## config.mk

```make
export PLATFORM = sky130hd
export DESIGN_NAME = serial_mux_rx_silo_tx_scanner_flat
export DESIGN_NICKNAME = d
export VERILOG_FILES = /design/src/design/smrxtx_pkg.sv /design/src/design/smrxtx_in_if.sv /design/src/design/smrxtx_out_if.sv /design/src/design/smrxtx_cfg_if.sv /design/src/design/smrxtx_silo.sv /design/src/design/serial_mux_rx_silo_tx_scanner.sv /design/src/flat_wrapper.sv
export SDC_FILE = /design/constraint.sdc
export NUM_CORES = 1
export LEC_CHECK = 0
export BUFFER_PORTS_ARGS = -buffer_cell sky130_fd_sc_hd__buf_2
export CORE_UTILIZATION = 45
export CTS_BUF_LIST = sky130_fd_sc_hd__clkbuf_4
export CTS_CLUSTER_SIZE = 40
export DETAILED_ROUTE_END_ITERATION = 8
export GPL_TIMING_DRIVEN = 0
export SYNTH_ARGS = -nofsm -noshare
export SYNTH_HDL_FRONTEND = slang
export SYNTH_SLANG_ARGS = --single-unit
```

## constraint.sdc

```tcl
create_clock -name clk -period 9.4 [get_ports clk]
set_input_delay 0.47 -clock clk [delete_from_list [all_inputs] [get_ports clk]]
set_output_delay 0.47 -clock clk [all_outputs]
set_load 0.02 [all_outputs]
```

## src/design/smrxtx_pkg.sv

```systemverilog
package smrxtx_pkg;

	localparam int SILO_DEPTH_DEF = 64;
	localparam int NUM_LINES_DEF  = 8;
	localparam int ALARM_STEP_DEF = 16;

	localparam int LINE_W     = 3;
	localparam int CHAR_W     = 8;
	localparam int ACTION_W   = 3;
	localparam int CLEN_W     = 2;
	localparam int CFG_IDX_W  = 3;
	localparam int CFG_DATA_W = 1;

	typedef enum logic [ACTION_W-1:0] {
		ACT_RX      = 3'd0,
		ACT_READ    = 3'd1,
		ACT_ENABLES = 3'd2,
		ACT_TXWR    = 3'd3,
		ACT_TXDONE  = 3'd4,
		ACT_PARAMS  = 3'd5
	} action_t;

	typedef enum logic [CFG_IDX_W-1:0] {
		CFG_SCAN_EN   = 3'd0,
		CFG_RXIRQ_EN  = 3'd1,
		CFG_ALARM_MD  = 3'd2,
		CFG_TXIRQ_EN  = 3'd3,
		CFG_LOOPBACK  = 3'd4
	} cfg_reg_t;

	typedef enum logic [1:0] {
		ST_IDLE,
		ST_EXEC,
		ST_RESP
	} seq_state_t;

	typedef struct packed {
		logic              ovr;
		logic [LINE_W-1:0] line;
		logic [CHAR_W-1:0] ch;
	} silo_entry_t;

	// character mask for 5..8 bit lengths
	function automatic logic [CHAR_W-1:0] len_mask(input logic [CLEN_W-1:0] code);
		logic [CHAR_W-1:0] m;
		unique case (code)
			2'd0: m = 8'h1F;
			2'd1: m = 8'h3F;
			2'd2: m = 8'h7F;
			2'd3: m = 8'hFF;
			default: m = 8'hFF;
		endcase
		return m;
	endfunction

endpackage

```

## src/design/smrxtx_in_if.sv

```systemverilog
interface smrxtx_in_if;
	logic                                valid;
	logic                                ready;
	logic [smrxtx_pkg::ACTION_W-1:0]     action;
	logic [smrxtx_pkg::LINE_W-1:0]       line;
	logic [smrxtx_pkg::CHAR_W-1:0]       data;
	logic [7:0]                          enable_mask;
	logic [smrxtx_pkg::CLEN_W-1:0]       width_code;
	logic                                rx_on;

	modport source (output valid, action, line, data, enable_mask, width_code, rx_on,
		input ready);
	modport sink (input valid, action, line, data, enable_mask, width_code, rx_on,
		output ready);
endinterface

```

## src/design/smrxtx_out_if.sv

```systemverilog
interface smrxtx_out_if;
	logic                          valid;
	logic                          ready;
	logic                          buf_valid;
	logic [smrxtx_pkg::LINE_W-1:0] buf_line;
	logic                          buf_overrun;
	logic [smrxtx_pkg::CHAR_W-1:0] buf_data;
	logic                          silo_alarm;
	logic                          tx_ready_flag;
	logic [smrxtx_pkg::LINE_W-1:0] tx_select;
	logic                          rx_irq;
	logic                          tx_irq;
	logic                          tx_strobe;
	logic [smrxtx_pkg::LINE_W-1:0] tx_line;
	logic [smrxtx_pkg::CHAR_W-1:0] tx_data;

	modport source (output valid, buf_valid, buf_line, buf_overrun, buf_data, silo_alarm,
		tx_ready_flag, tx_select, rx_irq, tx_irq, tx_strobe, tx_line, tx_data,
		input ready);
	modport sink (input valid, buf_valid, buf_line, buf_overrun, buf_data, silo_alarm,
		tx_ready_flag, tx_select, rx_irq, tx_irq, tx_strobe, tx_line, tx_data,
		output ready);
endinterface

```

## src/design/smrxtx_cfg_if.sv

```systemverilog
interface smrxtx_cfg_if;
	logic                              valid;
	logic                              ready;
	logic [smrxtx_pkg::CFG_IDX_W-1:0]  index;
	logic [smrxtx_pkg::CFG_DATA_W-1:0] wdata;

	modport source (output valid, index, wdata, input ready);
	modport sink (input valid, index, wdata, output ready);
endinterface

```

## src/design/smrxtx_silo.sv

```systemverilog
module smrxtx_silo #(
	parameter int DEPTH = smrxtx_pkg::SILO_DEPTH_DEF
) (
	input  logic                      clk,
	input  logic                      wr_en,
	input  logic [$clog2(DEPTH)-1:0]  wr_addr,
	input  smrxtx_pkg::silo_entry_t   wr_data,
	input  logic                      rd_en,
	input  logic [$clog2(DEPTH)-1:0]  rd_addr,
	output smrxtx_pkg::silo_entry_t   rd_data
);

	smrxtx_pkg::silo_entry_t mem [DEPTH];
	smrxtx_pkg::silo_entry_t rd_q;
	smrxtx_pkg::silo_entry_t fwd_q;
	logic                    hit_q;

	always_ff @(posedge clk) begin
		if (wr_en) begin
			mem[wr_addr] <= wr_data;
		end
		if (rd_en) begin
			rd_q  <= mem[rd_addr];
			// same-cycle write to the head entry: take the new word
			hit_q <= wr_en && (wr_addr == rd_addr);
			fwd_q <= wr_data;
		end
	end

	assign rd_data = hit_q ? fwd_q : rd_q;

endmodule

```

## src/design/serial_mux_rx_silo_tx_scanner.sv

```systemverilog
// Channel | Dir | Handshake     | Word
// req     | in  | valid/ready   | action, line, data, enable_mask, width_code, rx_on
// rsp     | out | valid/ready   | buffer head, alarm, scanner, irqs, transmit strobe
// cfg     | in  | valid/ready   | register index, write data (ready held high)
//
// Each word passes an execute state, which updates state and reads the silo head from the
// silo RAM (separate write and read ports), then a response state that registers the result.
// A new word is taken in the response state while rsp is free; a stalled rsp holds it off.
// Async active-low reset clears pointers, flags and per-line state; silo RAM not cleared.
module serial_mux_rx_silo_tx_scanner #(
	parameter int SILO_DEPTH = smrxtx_pkg::SILO_DEPTH_DEF,
	parameter int NUM_LINES  = smrxtx_pkg::NUM_LINES_DEF,
	parameter int ALARM_STEP = smrxtx_pkg::ALARM_STEP_DEF
) (
	input logic                clk,
	input logic                arst_n,
	smrxtx_in_if.sink          req,
	smrxtx_out_if.source       rsp,
	smrxtx_cfg_if.sink         cfg
);

	localparam int PTR_W  = $clog2(SILO_DEPTH);
	localparam int FILL_W = $clog2(SILO_DEPTH + 1);
	localparam int THR_W  = $clog2(SILO_DEPTH + ALARM_STEP + 1);
	localparam int LN_W   = $clog2(NUM_LINES);
	localparam int LW     = smrxtx_pkg::LINE_W;
	localparam int CW     = smrxtx_pkg::CHAR_W;

	function automatic logic [PTR_W-1:0] ptr_next(input logic [PTR_W-1:0] p);
		return (p == PTR_W'(SILO_DEPTH - 1)) ? '0 : p + 1'b1;
	endfunction

	function automatic logic [PTR_W-1:0] ptr_prev(input logic [PTR_W-1:0] p);
		return (p == '0) ? PTR_W'(SILO_DEPTH - 1) : p - 1'b1;
	endfunction

	// sequencer
	smrxtx_pkg::seq_state_t st_q, st_d;
	logic req_rdy, exec_en, rd_en, out_load, out_free;

	// captured word
	smrxtx_pkg::action_t         action_q;
	logic [LW-1:0]               line_q;
	logic [CW-1:0]               data_q;
	logic [7:0]                  mask_q;
	logic [smrxtx_pkg::CLEN_W-1:0] clen_q;
	logic                        rxon_in_q;

	// configuration
	logic scan_en_q, rxirq_en_q, alarm_md_q, txirq_en_q, loopback_q;

	// block state
	logic [PTR_W-1:0]     head_q, head_d, tail_q, tail_d;
	logic [FILL_W-1:0]    fill_q, fill_d;
	logic [THR_W-1:0]     thr_q, thr_d;
	logic                 alarm_q, alarm_d, ready_q, ready_d;
	logic [LW-1:0]        sel_q, sel_d;
	logic [NUM_LINES-1:0] en_q, en_d, idle_q, idle_d, rxon_q, rxon_d;
	logic [smrxtx_pkg::CLEN_W-1:0] len_q [NUM_LINES];
	logic [CW-1:0]        pend_q [NUM_LINES];

	// exec-cycle signals
	logic [LW-1:0]        arr_addr;
	logic [LN_W-1:0]      arr_idx, sel_idx;
	logic                 ln_ok, sel_ok;
	logic [smrxtx_pkg::CLEN_W-1:0] len_rd;
	logic [CW-1:0]        rx_ch, tx_ch;
	logic                 rx_go, do_scan, len_we, pend_we, strobe;
	logic [NUM_LINES-1:0] ok_vec;
	logic                 found;
	logic [LW-1:0]        pick;
	logic                 wr_en;
	logic [PTR_W-1:0]     wr_addr;
	smrxtx_pkg::silo_entry_t wr_entry, head_entry;

	// result side
	logic          bufv_s2, strobe_s2;
	logic [LW-1:0] txline_s2;
	logic [CW-1:0] txdata_s2;
	logic          out_valid_q;

	// ---------------- sequencer ----------------
	assign out_free = !out_valid_q || rsp.ready;

	always_comb begin
		st_d = st_q;
		unique case (st_q)
			smrxtx_pkg::ST_IDLE: begin
				if (req.valid) st_d = smrxtx_pkg::ST_EXEC;
			end
			smrxtx_pkg::ST_EXEC: st_d = smrxtx_pkg::ST_RESP;
			smrxtx_pkg::ST_RESP: begin
				if (out_free) st_d = req.valid ? smrxtx_pkg::ST_EXEC : smrxtx_pkg::ST_IDLE;
			end
			default: st_d = smrxtx_pkg::ST_IDLE;
		endcase
	end

	always_comb begin
		req_rdy  = 1'b0;
		exec_en  = 1'b0;
		out_load = 1'b0;
		unique case (st_q)
			smrxtx_pkg::ST_IDLE: req_rdy = 1'b1;
			smrxtx_pkg::ST_EXEC: exec_en = 1'b1;
			smrxtx_pkg::ST_RESP: begin
				out_load = out_free;
				req_rdy  = out_free;
			end
			default: ;
		endcase
	end

	assign rd_en     = exec_en;
	assign req.ready = req_rdy;
	assign cfg.ready = 1'b1;

	always_ff @(posedge clk or negedge arst_n) begin
		if (!arst_n) begin
			st_q <= smrxtx_pkg::ST_IDLE;
		end else begin
			st_q <= st_d;
		end
	end

	always_ff @(posedge clk) begin
		if (req.valid && req_rdy) begin
			action_q  <= smrxtx_pkg::action_t'(req.action);
			line_q    <= req.line;
			data_q    <= req.data;
			mask_q    <= req.enable_mask;
			clen_q    <= req.width_code;
			rxon_in_q <= req.rx_on;
		end
	end

	// ---------------- configuration ----------------
	always_ff @(posedge clk or negedge arst_n) begin
		if (!arst_n) begin
			scan_en_q  <= 1'b0;
			rxirq_en_q <= 1'b0;
			alarm_md_q <= 1'b0;
			txirq_en_q <= 1'b0;
			loopback_q <= 1'b0;
		end else if (cfg.valid) begin
			case (smrxtx_pkg::cfg_reg_t'(cfg.index))
				smrxtx_pkg::CFG_SCAN_EN:  scan_en_q  <= cfg.wdata[0];
				smrxtx_pkg::CFG_RXIRQ_EN: rxirq_en_q <= cfg.wdata[0];
				smrxtx_pkg::CFG_ALARM_MD: alarm_md_q <= cfg.wdata[0];
				smrxtx_pkg::CFG_TXIRQ_EN: txirq_en_q <= cfg.wdata[0];
				smrxtx_pkg::CFG_LOOPBACK: loopback_q <= cfg.wdata[0];
				default: ;
			endcase
		end
	end

	// ---------------- update logic ----------------
	// per-line tables see one address: the scanner's line for a transmit write,
	// the word's line otherwise
	assign arr_addr = (action_q == smrxtx_pkg::ACT_TXWR) ? sel_q : line_q;
	assign arr_idx  = arr_addr[LN_W-1:0];
	assign len_rd   = len_q[arr_idx];
	assign ln_ok    = line_q < NUM_LINES;
	assign sel_ok   = sel_q < NUM_LINES;
	assign tx_ch    = data_q & smrxtx_pkg::len_mask(len_rd);

	always_comb begin
		head_d   = head_q;
		tail_d   = tail_q;
		fill_d   = fill_q;
		thr_d    = thr_q;
		alarm_d  = alarm_q;
		ready_d  = ready_q;
		sel_d    = sel_q;
		en_d     = en_q;
		idle_d   = idle_q;
		rxon_d   = rxon_q;
		len_we   = 1'b0;
		pend_we  = 1'b0;
		strobe   = 1'b0;
		rx_go    = 1'b0;
		do_scan  = 1'b0;
		rx_ch    = data_q;
		wr_en    = 1'b0;
		wr_addr  = head_q;
		wr_entry = '0;
		ok_vec   = '0;
		found    = 1'b0;
		pick     = '0;
		sel_idx  = '0;

		case (action_q)
			smrxtx_pkg::ACT_RX: rx_go = ln_ok;
			smrxtx_pkg::ACT_READ: begin
				alarm_d = 1'b0;
				if (fill_q != '0) begin
					tail_d = ptr_next(tail_q);
					fill_d = fill_q - 1'b1;
				end
				thr_d = THR_W'(fill_d) + THR_W'(ALARM_STEP);
			end
			smrxtx_pkg::ACT_ENABLES: begin
				en_d    = mask_q[NUM_LINES-1:0];
				do_scan = 1'b1;
			end
			smrxtx_pkg::ACT_TXWR: begin
				ready_d = 1'b0;
				if (sel_ok && idle_q[arr_idx]) begin
					idle_d[arr_idx] = 1'b0;
					pend_we = 1'b1;
					strobe  = 1'b1;
				end
				do_scan = 1'b1;
			end
			smrxtx_pkg::ACT_TXDONE: begin
				if (ln_ok && !idle_q[arr_idx]) begin
					rx_go           = loopback_q;
					rx_ch           = pend_q[arr_idx];
					idle_d[arr_idx] = 1'b1;
					do_scan         = 1'b1;
				end
			end
			smrxtx_pkg::ACT_PARAMS: begin
				if (ln_ok) begin
					len_we          = 1'b1;
					rxon_d[arr_idx] = rxon_in_q;
				end
			end
			default: ;
		endcase

		// silo insert; full silo overwrites the newest entry
		if (rx_go && scan_en_q && rxon_q[arr_idx]) begin
			wr_en         = 1'b1;
			wr_entry.line = line_q;
			wr_entry.ch   = rx_ch & smrxtx_pkg::len_mask(len_rd);
			if (fill_q < FILL_W'(SILO_DEPTH)) begin
				wr_entry.ovr = 1'b0;
				head_d       = ptr_next(head_q);
				fill_d       = fill_q + 1'b1;
				if (THR_W'(fill_d) >= thr_q) alarm_d = 1'b1;
			end else begin
				wr_addr      = ptr_prev(head_q);
				wr_entry.ovr = 1'b1;
			end
		end

		// transmit scanner: keep a still-usable choice, else highest enabled idle line
		ok_vec  = en_d & idle_d;
		sel_idx = sel_d[LN_W-1:0];
		for (int i = 0; i < NUM_LINES; i++) begin
			if (ok_vec[i]) begin
				found = 1'b1;
				pick  = LW'(i);
			end
		end
		if (do_scan && !(ready_d && (sel_d < NUM_LINES) && ok_vec[sel_idx])) begin
			ready_d = found;
			if (found) sel_d = pick;
		end
	end

	always_ff @(posedge clk or negedge arst_n) begin
		if (!arst_n) begin
			head_q  <= '0;
			tail_q  <= '0;
			fill_q  <= '0;
			thr_q   <= THR_W'(ALARM_STEP);
			alarm_q <= 1'b0;
			ready_q <= 1'b0;
			sel_q   <= '0;
			en_q    <= '0;
			idle_q  <= '1;
			rxon_q  <= '0;
			for (int i = 0; i < NUM_LINES; i++) begin
				len_q[i]  <= '0;
				pend_q[i] <= '0;
			end
		end else if (exec_en) begin
			head_q  <= head_d;
			tail_q  <= tail_d;
			fill_q  <= fill_d;
			thr_q   <= thr_d;
			alarm_q <= alarm_d;
			ready_q <= ready_d;
			sel_q   <= sel_d;
			en_q    <= en_d;
			idle_q  <= idle_d;
			rxon_q  <= rxon_d;
			if (len_we)  len_q[arr_idx]  <= clen_q;
			if (pend_we) pend_q[arr_idx] <= tx_ch;
		end
	end

	always_ff @(posedge clk) begin
		if (exec_en) begin
			// a read shows the entry before the pop
			bufv_s2   <= (action_q == smrxtx_pkg::ACT_READ) ? (fill_q != '0) : (fill_d != '0);
			strobe_s2 <= strobe;
			txline_s2 <= strobe ? sel_q : '0;
			txdata_s2 <= strobe ? tx_ch : '0;
		end
	end

	smrxtx_silo #(
		.DEPTH (SILO_DEPTH)
	) u_silo (
		.clk     (clk),
		.wr_en   (wr_en && exec_en),
		.wr_addr (wr_addr),
		.wr_data (wr_entry),
		.rd_en   (rd_en),
		.rd_addr (tail_q),
		.rd_data (head_entry)
	);

	// ---------------- result register ----------------
	always_ff @(posedge clk or negedge arst_n) begin
		if (!arst_n) begin
			out_valid_q <= 1'b0;
		end else if (out_load) begin
			out_valid_q <= 1'b1;
		end else if (rsp.ready) begin
			out_valid_q <= 1'b0;
		end
	end

	always_ff @(posedge clk) begin
		if (out_load) begin
			rsp.buf_valid     <= bufv_s2;
			rsp.buf_line      <= bufv_s2 ? head_entry.line : '0;
			rsp.buf_overrun   <= bufv_s2 ? head_entry.ovr : 1'b0;
			rsp.buf_data      <= bufv_s2 ? head_entry.ch : '0;
			rsp.silo_alarm    <= alarm_q;
			rsp.tx_ready_flag <= ready_q;
			rsp.tx_select     <= sel_q;
			rsp.rx_irq        <= alarm_md_q ? alarm_q : (rxirq_en_q && (fill_q != '0));
			rsp.tx_irq        <= txirq_en_q && ready_q;
			rsp.tx_strobe     <= strobe_s2;
			rsp.tx_line       <= txline_s2;
			rsp.tx_data       <= txdata_s2;
		end
	end

	assign rsp.valid = out_valid_q;

`ifndef SYNTHESIS
	logic [7:0] ok_chk;
	assign ok_chk = 8'(en_q & idle_q);

	a_fill_bound: assert property (@(posedge clk) disable iff (!arst_n)
		fill_q <= FILL_W'(SILO_DEPTH))
		else $error("silo fill above depth");

	a_ptr_meet: assert property (@(posedge clk) disable iff (!arst_n)
		(fill_q == '0 || fill_q == FILL_W'(SILO_DEPTH)) |-> head_q == tail_q)
		else $error("pointers disagree with fill level");

	a_ready_line: assert property (@(posedge clk) disable iff (!arst_n)
		ready_q |-> (sel_q < NUM_LINES) && ok_chk[sel_q])
		else $error("ready set on a line that is not enabled and idle");

	a_accept_exec: assert property (@(posedge clk) disable iff (!arst_n)
		(req.valid && req.ready) |=> st_q == smrxtx_pkg::ST_EXEC)
		else $error("accepted word not executed");

	a_no_accept_exec: assert property (@(posedge clk) disable iff (!arst_n)
		st_q == smrxtx_pkg::ST_EXEC |-> !req.ready)
		else $error("word accepted while another executes");
`endif

endmodule

```

## src/flat_wrapper.sv

```systemverilog
// flat-port wrapper written by rule: the top's interface ports become plain ports
module serial_mux_rx_silo_tx_scanner_flat 
#(
	parameter int SILO_DEPTH = smrxtx_pkg::SILO_DEPTH_DEF,
	parameter int NUM_LINES  = smrxtx_pkg::NUM_LINES_DEF,
	parameter int ALARM_STEP = smrxtx_pkg::ALARM_STEP_DEF
)
  (clk, arst_n, req_valid, req_action, req_line, req_data, req_enable_mask, req_width_code, req_rx_on, req_ready, rsp_valid, rsp_buf_valid, rsp_buf_line, rsp_buf_overrun, rsp_buf_data, rsp_silo_alarm, rsp_tx_ready_flag, rsp_tx_select, rsp_rx_irq, rsp_tx_irq, rsp_tx_strobe, rsp_tx_line, rsp_tx_data, rsp_ready, cfg_valid, cfg_index, cfg_wdata, cfg_ready);
  smrxtx_in_if req_i ();
  smrxtx_out_if rsp_i ();
  smrxtx_cfg_if cfg_i ();
  input logic clk;
  input logic arst_n;
  input wire logic [$bits(req_i.valid)-1:0] req_valid;
  input wire logic [$bits(req_i.action)-1:0] req_action;
  input wire logic [$bits(req_i.line)-1:0] req_line;
  input wire logic [$bits(req_i.data)-1:0] req_data;
  input wire logic [$bits(req_i.enable_mask)-1:0] req_enable_mask;
  input wire logic [$bits(req_i.width_code)-1:0] req_width_code;
  input wire logic [$bits(req_i.rx_on)-1:0] req_rx_on;
  output wire logic [$bits(req_i.ready)-1:0] req_ready;
  output wire logic [$bits(rsp_i.valid)-1:0] rsp_valid;
  output wire logic [$bits(rsp_i.buf_valid)-1:0] rsp_buf_valid;
  output wire logic [$bits(rsp_i.buf_line)-1:0] rsp_buf_line;
  output wire logic [$bits(rsp_i.buf_overrun)-1:0] rsp_buf_overrun;
  output wire logic [$bits(rsp_i.buf_data)-1:0] rsp_buf_data;
  output wire logic [$bits(rsp_i.silo_alarm)-1:0] rsp_silo_alarm;
  output wire logic [$bits(rsp_i.tx_ready_flag)-1:0] rsp_tx_ready_flag;
  output wire logic [$bits(rsp_i.tx_select)-1:0] rsp_tx_select;
  output wire logic [$bits(rsp_i.rx_irq)-1:0] rsp_rx_irq;
  output wire logic [$bits(rsp_i.tx_irq)-1:0] rsp_tx_irq;
  output wire logic [$bits(rsp_i.tx_strobe)-1:0] rsp_tx_strobe;
  output wire logic [$bits(rsp_i.tx_line)-1:0] rsp_tx_line;
  output wire logic [$bits(rsp_i.tx_data)-1:0] rsp_tx_data;
  input wire logic [$bits(rsp_i.ready)-1:0] rsp_ready;
  input wire logic [$bits(cfg_i.valid)-1:0] cfg_valid;
  input wire logic [$bits(cfg_i.index)-1:0] cfg_index;
  input wire logic [$bits(cfg_i.wdata)-1:0] cfg_wdata;
  output wire logic [$bits(cfg_i.ready)-1:0] cfg_ready;
  assign req_i.valid = req_valid;
  assign req_i.action = req_action;
  assign req_i.line = req_line;
  assign req_i.data = req_data;
  assign req_i.enable_mask = req_enable_mask;
  assign req_i.width_code = req_width_code;
  assign req_i.rx_on = req_rx_on;
  assign req_ready = req_i.ready;
  assign rsp_valid = rsp_i.valid;
  assign rsp_buf_valid = rsp_i.buf_valid;
  assign rsp_buf_line = rsp_i.buf_line;
  assign rsp_buf_overrun = rsp_i.buf_overrun;
  assign rsp_buf_data = rsp_i.buf_data;
  assign rsp_silo_alarm = rsp_i.silo_alarm;
  assign rsp_tx_ready_flag = rsp_i.tx_ready_flag;
  assign rsp_tx_select = rsp_i.tx_select;
  assign rsp_rx_irq = rsp_i.rx_irq;
  assign rsp_tx_irq = rsp_i.tx_irq;
  assign rsp_tx_strobe = rsp_i.tx_strobe;
  assign rsp_tx_line = rsp_i.tx_line;
  assign rsp_tx_data = rsp_i.tx_data;
  assign rsp_i.ready = rsp_ready;
  assign cfg_i.valid = cfg_valid;
  assign cfg_i.index = cfg_index;
  assign cfg_i.wdata = cfg_wdata;
  assign cfg_ready = cfg_i.ready;
  serial_mux_rx_silo_tx_scanner #(.SILO_DEPTH(SILO_DEPTH), .NUM_LINES(NUM_LINES), .ALARM_STEP(ALARM_STEP)) u_core (.clk(clk), .arst_n(arst_n), .req(req_i), .rsp(rsp_i), .cfg(cfg_i));
endmodule
```

# Yosys cells after proc, flatten, opt, wreduce, memory -nomap -nowiden
# Memory sizes are Yosys's and may differ from the RTL's. A register that Yosys moved wholly into a read port is not among the register bits.
# Index checks and enable logic that the tools add are counted.
dict set report word_totals {
  register_bits 226
  mem_count 1
  mem_bits_rw 768
  output_inout_bits 35
  input_bits 34
  wordCells 220
}
dict set report op_classes {
  n_mux 85
  n_bitwise 7
  magnitude_cmp 7
  reduce_logical 36
  n_eq_ne 19
  addsub 6
}
# name depth word_bits rd rd_clocked_by_memory_dff write_ports line_no
set mem_list {}
lappend mem_list {u_core.u_silo.mem 64 12 1 1 1 smrxtx_silo.sv:13} ;# smrxtx_pkg::silo_entry_t mem [DEPTH];
# operator count
set ops {}
lappend ops {{$mux W8} 9}
lappend ops {{$bwmux W64} 1}
lappend ops {{$mux W1} 35}
lappend ops {{$mux W7} 5}
lappend ops {{$and A8 B8 Y8} 4}
lappend ops {{$pmux W8 S4} 1}
lappend ops {{$mux W6} 5}
lappend ops {{$bmux W8 S3} 1}
lappend ops {{$demux W8 S3} 1}
lappend ops {{$mux W12} 2}
lappend ops {{$reduce_and A2 Y1} 10}
lappend ops {{$bwmux W16} 1}
lappend ops {{$pmux W8 S2} 1}
lappend ops {{$mux W3} 5}
lappend ops {{$mux W2} 7}
lappend ops {{$reduce_bool A7 Y1} 2}
lappend ops {{$add A6 B1 Y6 const B} 2}
lappend ops {{$eq A3 B2 Y1 const B} 4}
lappend ops {{$eq A6 B6 Y1 const B} 2}
lappend ops {{$logic_and A1 B1 Y1} 11}
lappend ops {{$bmux W1 S3} 3}
lappend ops {{$eq A3 B3 Y1 const B} 3}
lappend ops {{$reduce_and A3 Y1} 3}
lappend ops {{$bwmux W8} 1}
lappend ops {{other kinds (31)} 41}

# Depth between registers and ports, before layout
dict set report logic_depth {
  ltp_word 20
  ltp_mapped 13
  depth_no_buf 10
}

# By module
# From an unflattened synthesis, not the netlist that was laid out.
dict set report unflattened {
  hier_cells 2316
  hier_area_um2 41123.2
}
# mod cells_per_inst area_each_um2 n_inst
set modules_own_cells {}
lappend modules_own_cells {smrxtx_silo 1364 30640.6 1}
lappend modules_own_cells {serial_mux_rx_silo_tx_scanner 952 10482.6 1}

# Least setup slack after synthesis
# No wires, ideal clock.
dict set report synth_path {
  path_kind {register to register}
  start {register u_core.action_q[2]}
  end {register u_core.u_silo.fwd_q[7] (netlist name) (data pin)}
  setup_slack_ns 2.933
  period_less_slack_ns 6.467
  stages_incl_launch_ff 10
  setup_time_ns 0.874
  t_required_ns 8.526
  arrival_time_ns 5.593
  cell_sequence {edfxtp_1 > buf_2 > and3b_1 > buf_2 > mux2i_2 > nand2b_1 > clkbuf_1 > o22a_1 > o211ai_1 > nor4_1}
}
# element line_no
set synth_rtl {}
lappend synth_rtl {{start: declaration} serial_mux_rx_silo_tx_scanner.sv:42} ;# smrxtx_pkg::action_t action_q;
lappend synth_rtl {{start signal: assignment} serial_mux_rx_silo_tx_scanner.sv:128} ;# action_q <= smrxtx_pkg::action_t'(req.action);
lappend synth_rtl {{end signal: assignment} smrxtx_silo.sv:26} ;# fwd_q <= wr_data;
lappend synth_rtl {{end: declaration} smrxtx_silo.sv:15} ;# smrxtx_pkg::silo_entry_t fwd_q;

# Worst setup path after layout
dict set report layout_path {
  start {register u_core.line_q[0]}
  end {memory u_core.u_silo.mem[42][5] (netlist name), enable pin}
}
dict set report layout_via {
  elab_chain_cells 11
  word_cells_on_any_way 14
}
# element line_no
set layout_rtl {}
lappend layout_rtl {{start: declaration} serial_mux_rx_silo_tx_scanner.sv:43} ;# logic [LW-1:0] line_q;
lappend layout_rtl {{start signal: assignment} serial_mux_rx_silo_tx_scanner.sv:129} ;# line_q <= req.line;
lappend layout_rtl {{$mux W3 (*)} serial_mux_rx_silo_tx_scanner.sv:160} ;# assign arr_addr = (action_q == smrxtx_pkg::ACT_TXWR) ? sel_q : line_q;
lappend layout_rtl {{$bmux W1 S3} serial_mux_rx_silo_tx_scanner.sv:216} ;# if (ln_ok && !idle_q[arr_idx]) begin
lappend layout_rtl {{$mux W1 (implied by the code)} serial_mux_rx_silo_tx_scanner.sv:216}
lappend layout_rtl {{$mux W1} serial_mux_rx_silo_tx_scanner.sv:216}
lappend layout_rtl {{$pmux W1 S2} serial_mux_rx_silo_tx_scanner.sv:192} ;# case (action_q)
lappend layout_rtl {{$logic_and A1 B1 Y1} serial_mux_rx_silo_tx_scanner.sv:233} ;# if (rx_go && scan_en_q && rxon_q[arr_idx]) begin
lappend layout_rtl {{$logic_and A1 B1 Y1 (*)} serial_mux_rx_silo_tx_scanner.sv:233}
lappend layout_rtl {{$mux W1} serial_mux_rx_silo_tx_scanner.sv:233}
lappend layout_rtl {{$logic_and A1 B1 Y1} serial_mux_rx_silo_tx_scanner.sv:309} ;# .wr_en (wr_en && exec_en),
lappend layout_rtl {{$mux W1} smrxtx_silo.sv:19} ;# if (wr_en) begin
lappend layout_rtl {{$mux W1 (implied by the code)} smrxtx_silo.sv:20} ;# mem[wr_addr] <= wr_data;
lappend layout_rtl {{end: declaration} smrxtx_silo.sv:13}
# Every way passes the cells marked *; elsewhere a longest branch is shown, timed or not. The select of a mux whose other input is x is not followed.

==> impl.org <==
** Global route
- Antenna violations before repair :: 3
- The number of global-route vias before repair came to about 24k.
- Summed over all layers, the global routing overflow is 0.
- Gr usage total :: between 20% and 30%
- The first global-routing pass estimated approximately 160000 µm of wire.
- Entering global routing, the biggest net connects 71 pins.

** Timing
- The number of hold violations in the final report is 0.
- Final setup violation count :: 0
- The worst path uses 58.20% of the clock period.
- The number of pins exceeding their max-slew limit in the final report is 0.
- Worst-case headroom to the max-slew limit :: roughly 2%
- Achievable clock frequency :: between 0.15 and 0.2 GHz
- For the pin with the worst max-slew slack, the measured transition is roughly 1.5 ns.
- Hold slack final :: about 0.09 ns
- Setup repair after global routing left no endpoint under its margin.
- Post-layout worst setup margin :: about 3.9 ns
- Clock tree skew after final layout :: ~0.12 ns
- The smallest clock period supported by the final layout is computed as roughly 5.5 ns.

** Power
- Total power per unit cell area :: about 240 mW/mm²
- Across the VDD grid, the largest voltage drop is approximately 0.00013 V.
- The design draws ~12 mW.
- The analysis attributes to cell leakage a power of roughly 16 nW.

** Synthesis
- During synthesis, Yosys emitted a total of 0 warnings.
- Synthesized netlist net count :: approximately 2.3k
- Mapped Avg Cell Area :: around 19 µm²
- Flop and latch count out of synthesis :: 1006
- Number of enable flip-flop cells after synthesis :: 863
- Distinct cells, synth :: between 80 and 90
- Sequential cells were found to cover between 70% and 80% of the synthesized design area.
- Predominant post-synthesis flop cell :: edfxtp_1
- After synthesis the cells add up to 0.04124 mm².
- FFs w/ async S/R, synth :: between 10 and 15%
- The cell count after synthesis came out at between 2k and 2.5k.

** Clock network
- TritonCTS built the clock tree.
- Clock latency on the worst-skew pair :: 1.16 ns
- TritonCTS created roughly 280 clock buffers.
- Clk Tree Root Cell :: clkbuf_4
- Bufs on Longest Clock Path :: 4
- H-tree levels :: 5
- CTS sink count :: a little over 1k
- Post-CTS clock slew at the launch and capture registers of the worst setup and hold paths :: roughly 0.06 ns

** Final layout
- The post-route netlist has between 30% and 40% of its cells at a drive strength greater than 1.
- Cells fill a little over half of the core in the end.
- In the layout the commonest cells are 863 x edfxtp_1, 400 x clkbuf_4, 253 x mux4_2, 134 x dfrtp_1, 109 x nor2_1.
- The net count of the finished layout is around 2.7k.
- Leaving out fill and tap cells, the most frequent cell in the layout is edfxtp_1.
- After filler insertion, the fill cell instance count of the layout stands at about 7.3k.
- Area growth, synth to finish :: 16.08%

** Die
- Core area :: between 0.09 and 0.1 mm²
- 69 I/O pins were placed.
- From left edge to right edge, the die measures slightly above 300 µm.
- Starting density of the core :: between 40 and 50%
- Placement row count :: 110
- Die height :: roughly 300 µm
- Die outline area :: a little over 0.09 mm²

** Routing
- 1st-pass router iterations :: 7
- Vias/cell :: 5.818
- Uppermost signal routing layer after detailed routing :: met4
- Detailed routing placed a total of slightly above 50000 µm of wire on met2.
- Number of DRC markers in iteration 0 :: between 2k and 2.5k
- Final wirelength :: 106700 µm
- Routed length per instance :: 26.49 µm
- After detailed routing, the number of remaining DRC violations is 0.
- The count of nets left with antenna violations once routing finished came out at 0.
- Sum of routed wire segments on met1 :: 46840 µm
- Detailed route wirelength on metal3 :: 6573 µm
- Total vias in the final route :: approximately 23k

** Run
- Number of max-capacitance violations reported :: 0

** Worst setup path
- Worst EP arrival :: 6.12 ns
- STA puts the critical path data required time at about 10 ns.
- Critical Path Start Type :: flop
- Kind of critical path :: reg -> reg
- Of all nets on the critical path, the largest fanout is 12.
- STA classifies the critical path endpoint as a flop.

** Status
- Outcome :: completed

** Placement
- I/O Buffers :: 67
- Detailed placement ended at an HPWL of approximately 73000 µm.
- Pre-CTS setup slack :: ~4.0 ns
- At the end of routability-driven placement, the weighted congestion stood at 0.8878.

** Min path
- Path type of the worst min-delay path :: in -> reg
worst max-delay path, stage by stage (launching register included):
cell and delay [ns]:
edfxtp_1 0.33, buf_2 0.23, buf_2 0.28, inv_1 0.19
mux2i_1 0.94, nor2_1 0.10, a22oi_2 0.58, nand3_2 0.19
buf_6 0.19, and4_1 0.20, nor2_1 1.10, nor2_1 0.67
cell usage after synthesis, drive strengths merged, types with 14 or more instances:
cell type / count / area (µm²)
a21oi: 37 / 192.7
and2: 16 / 100.1
buf: 48 / 208.9
clkbuf: 74 / 277.8
dfrtp: 134 / 3353
edfxtp: 863 / 25910
ha: 14 / 175.2
inv: 35 / 131.4
mux2: 104 / 1171
mux2i: 47 / 474.2
mux4: 253 / 5698
nand2: 75 / 284.0
nand2b: 16 / 100.1
nand3: 36 / 185.2
nor2: 115 / 431.7
nor2b: 20 / 125.1
nor3: 46 / 270.3
o21ai: 52 / 260.3
o22ai: 23 / 143.9
xnor2: 14 / 122.6
worst paths after layout:
path | startpoint | slack (ns) | cells after the start | endpoint
min | req_line[0] | 0.09 | 2 | u_core.line_q[0]
min in group asynchronous | arst_n | 0.42 | 3 | u_core.fill_q[4]
min reg2reg | u_core.txline_s2[1] | 0.37 | 0 | u_core.rsp.tx_line[1]
max | u_core.line_q[0] | 3.93 | 11 | u_core.u_silo.mem[42][5]
max in group asynchronous | arst_n | 8.35 | 4 | u_core.idle_q[0]
max reg2reg | u_core.line_q[0] | 3.93 | 11 | u_core.u_silo.mem[42][5]
cell families (layout without fill, tap and decap cells):
| logic type | after synthesis | after routing | share of synthesized area [%] |
|---|---|---|---|
| XOR/XNOR | 20 | 20 | 0.4247 |
| AND/OR/NAND/NOR | 397 | 397 | 4.882 |
| buffers and inverters | 160 | 798 | 1.526 |
| flip-flops | 1006 | 1006 | 71.54 |
| other | 1 | 6 | 0.009093 |
| multiplexers | 404 | 404 | 17.81 |
| adder cells (fa/ha/maj) | 14 | 14 | 0.4247 |
| AO/OA/AOI/OAI | 206 | 206 | 3.386 |
state kept, by name (all words and copies together) (netlist names), 6 cells and up:
| signal | cells |
|---|---|
| u_core.u_silo.mem | 768 |
| u_core.pend_q | 64 |
| u_core.len_q | 16 |
| u_core.u_silo.fwd_q | 12 |
| u_core.u_silo.rd_q | 12 |
| u_core.data_q | 8 |
| u_core.en_q | 8 |
| u_core.idle_q | 8 |
| u_core.mask_q | 8 |
| u_core.rsp.buf_data | 8 |
| u_core.rsp.tx_data | 8 |
| u_core.rxon_q | 8 |
| u_core.txdata_s2 | 8 |
| u_core.fill_q | 7 |
| u_core.thr_q | 7 |
| u_core.head_q | 6 |
| u_core.tail_q | 6 |
power breakdown:
| group | switching [mW] | internal, mW |
|---|---|---|
| combinational | 1.59 | 1.18 |
| clock | 1.76 | 2.03 |
| sequential | 0.107 | 4.98 |
layer usage:
layer / vias up / track usage, %
li1: 10070 / -
met1: 12260 / 33.41
met2: 914 / 35.88
met3: 184 / 4.555
met4: 0 / 8.950
met5: - / 0
what timing repair did:
item,CTS,global route
resized for setup,0,0
hold buffers,55,0
hold endpoints to repair,175,0
buffers inserted,0,0
per-stage QoR:
step                      area (µm²)  std cells  setup TNS (ns)
after floorplan                41240       2208               0
after global placement         43050       3451         -412.27
after detailed placement       43950       3503               0
after CTS                      47860       4022               0
after global routing           47870       4027               0
final                          47870       4027               0
area by class of cell:
class,instances,area (µm²),area share [%]
tap,1176,1471,3.074
sequential,1006,29500,61.63
clock buffer,400,3003,6.273
multi-input combinational,1042,11340,23.69
clock inverter,64,334.1,0.6978
buffer,122,488.0,1.019
antenna,5,12.51,0.02614
timing repair buffer,174,1575,3.291
inverter,38,142.6,0.2980
(Power assumes the default switching activity.)
